[src/rtl/csplit_pkg.sv]
package csplit_pkg;

	// fixed formats of the segment fields
	localparam int COORD_W = 32;
	localparam int T_FRAC = 16;
	localparam logic [T_FRAC-1:0] T_MIN = {{(T_FRAC-1){1'b0}}, 1'b1};
	localparam logic [T_FRAC-1:0] T_MAX = {T_FRAC{1'b1}};

	typedef logic signed [COORD_W-1:0] coord_t;
	typedef logic [T_FRAC-1:0] frac_t;

	typedef struct packed {
		coord_t x;
		coord_t y;
	} point_t;

	typedef struct packed {
		coord_t start_anchor_x;
		coord_t start_anchor_y;
		coord_t start_handle_x;
		coord_t start_handle_y;
		logic start_has_handle;
		coord_t end_handle_x;
		coord_t end_handle_y;
		logic end_has_handle;
		coord_t end_anchor_x;
		coord_t end_anchor_y;
		logic [T_FRAC:0] split_t;
	} in_item_t;

	typedef struct packed {
		coord_t mid_anchor_x;
		coord_t mid_anchor_y;
		coord_t left_out_x;
		coord_t left_out_y;
		coord_t mid_in_x;
		coord_t mid_in_y;
		coord_t mid_out_x;
		coord_t mid_out_y;
		coord_t right_in_x;
		coord_t right_in_y;
		logic segment_was_cubic;
	} out_item_t;

endpackage

[src/rtl/csplit_lerp.sv]
module csplit_lerp (
	input logic clk,
	input logic en_mul,
	input logic en_add,
	input csplit_pkg::point_t a,
	input csplit_pkg::point_t b,
	input csplit_pkg::frac_t t,
	output csplit_pkg::point_t y
);

	localparam int CW = csplit_pkg::COORD_W;
	localparam int TF = csplit_pkg::T_FRAC;
	localparam int DW = CW + 1;
	localparam int PW = DW + TF + 1;
	localparam int SW = PW - TF;

	logic signed [DW-1:0] dx;
	logic signed [DW-1:0] dy;
	logic signed [TF:0] ts;
	logic signed [PW-1:0] prodx_d;
	logic signed [PW-1:0] prody_d;
	logic signed [PW-1:0] prodx_s1;
	logic signed [PW-1:0] prody_s1;
	csplit_pkg::point_t base_s1;
	logic [SW-1:0] sumx;
	logic [SW-1:0] sumy;

	// difference times fraction, registered
	assign ts = $signed({1'b0, t});
	assign dx = $signed({b.x[CW-1], b.x}) - $signed({a.x[CW-1], a.x});
	assign dy = $signed({b.y[CW-1], b.y}) - $signed({a.y[CW-1], a.y});
	assign prodx_d = dx * ts;
	assign prody_d = dy * ts;

	always_ff @(posedge clk) begin
		if (en_mul) begin
			prodx_s1 <= prodx_d;
			prody_s1 <= prody_d;
			base_s1 <= a;
		end
	end

	// floor of the scaled product added to the start point; stays in range
	assign sumx = {{(SW-CW){base_s1.x[CW-1]}}, base_s1.x} + prodx_s1[PW-1:TF];
	assign sumy = {{(SW-CW){base_s1.y[CW-1]}}, base_s1.y} + prody_s1[PW-1:TF];

	always_ff @(posedge clk) begin
		if (en_add) begin
			y.x <= sumx[CW-1:0];
			y.y <= sumy[CW-1:0];
		end
	end

endmodule
[config.mk]
export PLATFORM = sky130hd
export DESIGN_NAME = csplit_lerp
export DESIGN_NICKNAME = d
export VERILOG_FILES = /design/src/rtl/csplit_pkg.sv /design/src/rtl/csplit_lerp.sv
export SDC_FILE = /design/constraint.sdc
export NUM_CORES = 2
export LEC_CHECK = 0
export ABC_AREA = 1
export BUFFER_PORTS_ARGS = -buffer_cell sky130_fd_sc_hd__buf_2
export CORE_AREA = 5 5 284 314
export DETAILED_ROUTE_END_ITERATION = 8
export DIE_AREA = 0 0 289 319
export PLACE_DENSITY_LB_ADDON = 0.1
export SLEW_MARGIN = 10
export SYNTH_ARGS = -nofsm -noshare
export SYNTH_HDL_FRONTEND = slang
export SYNTH_SLANG_ARGS = --single-unit
[constraint.sdc]
create_clock -name clk -period 8.65 [get_ports clk]
set_input_delay 0.865 -clock clk [delete_from_list [all_inputs] [get_ports clk]]
set_output_delay 0.865 -clock clk [all_outputs]
set_load 0.03 [all_outputs]
==> impl_metrics.toml <==
[run_status]
outcome = "finished, final reports clean"

[placed_design]
placed_area_sq_um = 55400
post-place-ws_ps = -45.9
dp_hpwl_microns = 140000
io_buffers = 210
routabilityCongestion = 1.02

[drt]
wl_microns = 168000
ant_nets = 0
initialDrtViolationCount = 4692
dr.pass1.iters = 7
drt-wirelength-per-cell_microns = 21.1
vias = 44200
route.detailed.drc = 0
via_per_inst = 5.56

[logic_synthesis]
synthCells = 6389
synth_most_common_cell = "inv_1"
ys_seq_elements = 192
ys_async_sr_fraction = 0
synthTopCellsByArea = "fa_1, inv_1, edfxtp_1"
synth_edf_count = 192
syn_area_sq_um = 51000
yosysSeqAreaShare = 0.113
synth_top_cell_area_share = 0.382
avgSynthCellArea_sq_um = 7.98
yosysTopAreaCell = "fa_1"
synth_nets = 7860
synth.distinct_cells = 60
yosysWarnings = 0
ys_top_cells_by_count = "inv_1, nand2_1, fa_1"
synthFlopType = "edfxtp_1"

[global_routing]
grt_max_degree = 66
grt_pass1_wl_microns = 260000
grtUsageTotal = 0.370
antenna_found_initial = 2
grt_pass1_vias = 45400
overflow = 0

[cells_and_area]
final_util = 0.653
syn2layout_area_growth_pct = 9.68
fin_nets = 8256
final_area_sq_um = 55900
fillers = 7750
drive_gt1_frac = 0.106

[sta]
relSlewSlack = 0.160
min_period_ps = 8350
period_share = 0.965
fmax_mhz = 120
drv_slew = 0
tns_ps = 0
finalWorstSetupSlack_ps = 299
clock_skew_ps = 15.3
rsz0062_at_grt = "false"
final-hold-violation-count = 0
worst_pin_slew_ps = 1260
finalSetupViolCount = 0

[clock_network]
cts_setup_buffers = 0
cts-root-buf = "clkbuf_16"
holdBufCountCts = 0
clk_pin_slew_worst_paths_ps = 90
clockBufferDepth = 2
insertion_delay_ps = 510
cts.sinks = 192
cts_max_level = 4
cts_inserted_buffers = 17
postCtsResizedCells = 0
cts_tree = "done"

[worst_hold_path]
hold_end = "base_s1[39]"
hold_depth = 1
worstHoldStart = "a[39]"
worstHoldPathType = "primary input to register"

[floorplan]
core_region_area_sq_um = 85700
die_h_microns = 319
row_count = 113
fp.dieW_microns = 289
initial_core_util = 0.595
io_pins = 211
die-area_sq_um = 92200

[worst_setup_path]
crit_path_top_delay_cell = "fa_1"
rrSetupSlack_ps = 5850
cp.required_ps = 8910
cp_slowest_stage_delay_ps = 550
crit_path_end_kind = "register"
worstRegToRegCells = 8
regToRegStartpoint = "prodx_s1[36]"
crit_arrival_ps = 8610
reg2reg_to = "y[57]"
path_max_fanout = 8
cp-startpoint = "a[41]"
crit_path_start_kind = "primary input"
crit_type = "primary input to register"

[job]
maxCapViolations = 0
[area by class of cell]
type                            instances  area, sq um  share of cell area
Sequential cell                       192         5770               0.103
Multi-Input combinational cell       4449        38600               0.690
Inverter                             1588         5970               0.107
Tap cell                             1150         1440              0.0257
Clock buffer                           17          425             0.00761
Timing Repair Buffer                  537         3650              0.0653
Antenna cell                            1         2.50           0.0000447
Clock inverter                         14          119             0.00213
[critical path, delay by kind of cell]
family | cells | cell delay (ps)
adder cells (fa/ha/maj) | 8 | 3950
XOR/XNOR | 1 | 80
AND/OR/NAND/NOR | 15 | 2690
AO/OA/AOI/OAI | 1 | 240
buffers and inverters | 8 | 790
[cells by family (layout without fill, tap and decap cells)]
logic type | Yosys count | count (layout) | share of synthesized area
DFF | 192 | 192 | 0.113
xor gates and xnor gates | 150 | 150 | 0.0266
buffers and inverters | 1748 | 2156 | 0.131
other | 0 | 1 | 0
AOI/OAI and AO/OA | 544 | 544 | 0.0618
adders and majority gates | 1324 | 1324 | 0.468
and+or+nand+nor | 2431 | 2431 | 0.200
[state kept, by name, indices dropped and copies added (netlist names)]
signal,count
prody_s1,32
base_s1,64
y,64
prodx_s1,32
[layout by cell type, fill, tap and decap left out, drive strengths merged, types with 16 or more instances in the layout]
cell       n
a21boi    16
a21o      44
a21oi    243
a31oi     25
buf      537
clkbuf    17
edfxtp   192
fa       972
ha       352
inv     1591
nand2   1120
nand3    351
nand4     26
nor2     829
nor3      31
nor4      18
o21ai    151
o21bai    30
or2       38
xnor2     54
xor2      96
[worst max-delay path by stage]
stage / to / slack (ps) / cells after the start
6_report: prodx_s1[45] / 300 / 33
5_1_grt: prodx_s1[45] / 110 / 33
4_1_cts: prodx_s1[45] / 500 / 32
3_5_place_dp: prodx_s1[45] / -50 / 32
3_3_place_gp: prodx_s1[45] / 4 / 32
2_1_floorplan: prodx_s1[47] / 970 / 39
[metal layers]
layer	track usage	wire length [microns]
met5	0	0
met3	0.0821	18600
met2	0.545	71600
met1	0.548	70900
met4	0.124	6620
[through the flow]
stage                     hold slack, ps  std cells
after floorplan                      513       6389
after global placement               532       7916
after detailed placement             550       7916
after CTS                            512       7947
after global routing                 522       7948
final                                539       7948
Power is not shown: default switching activity piles up to over one toggle a cycle in this logic, so the estimate is an artifact.
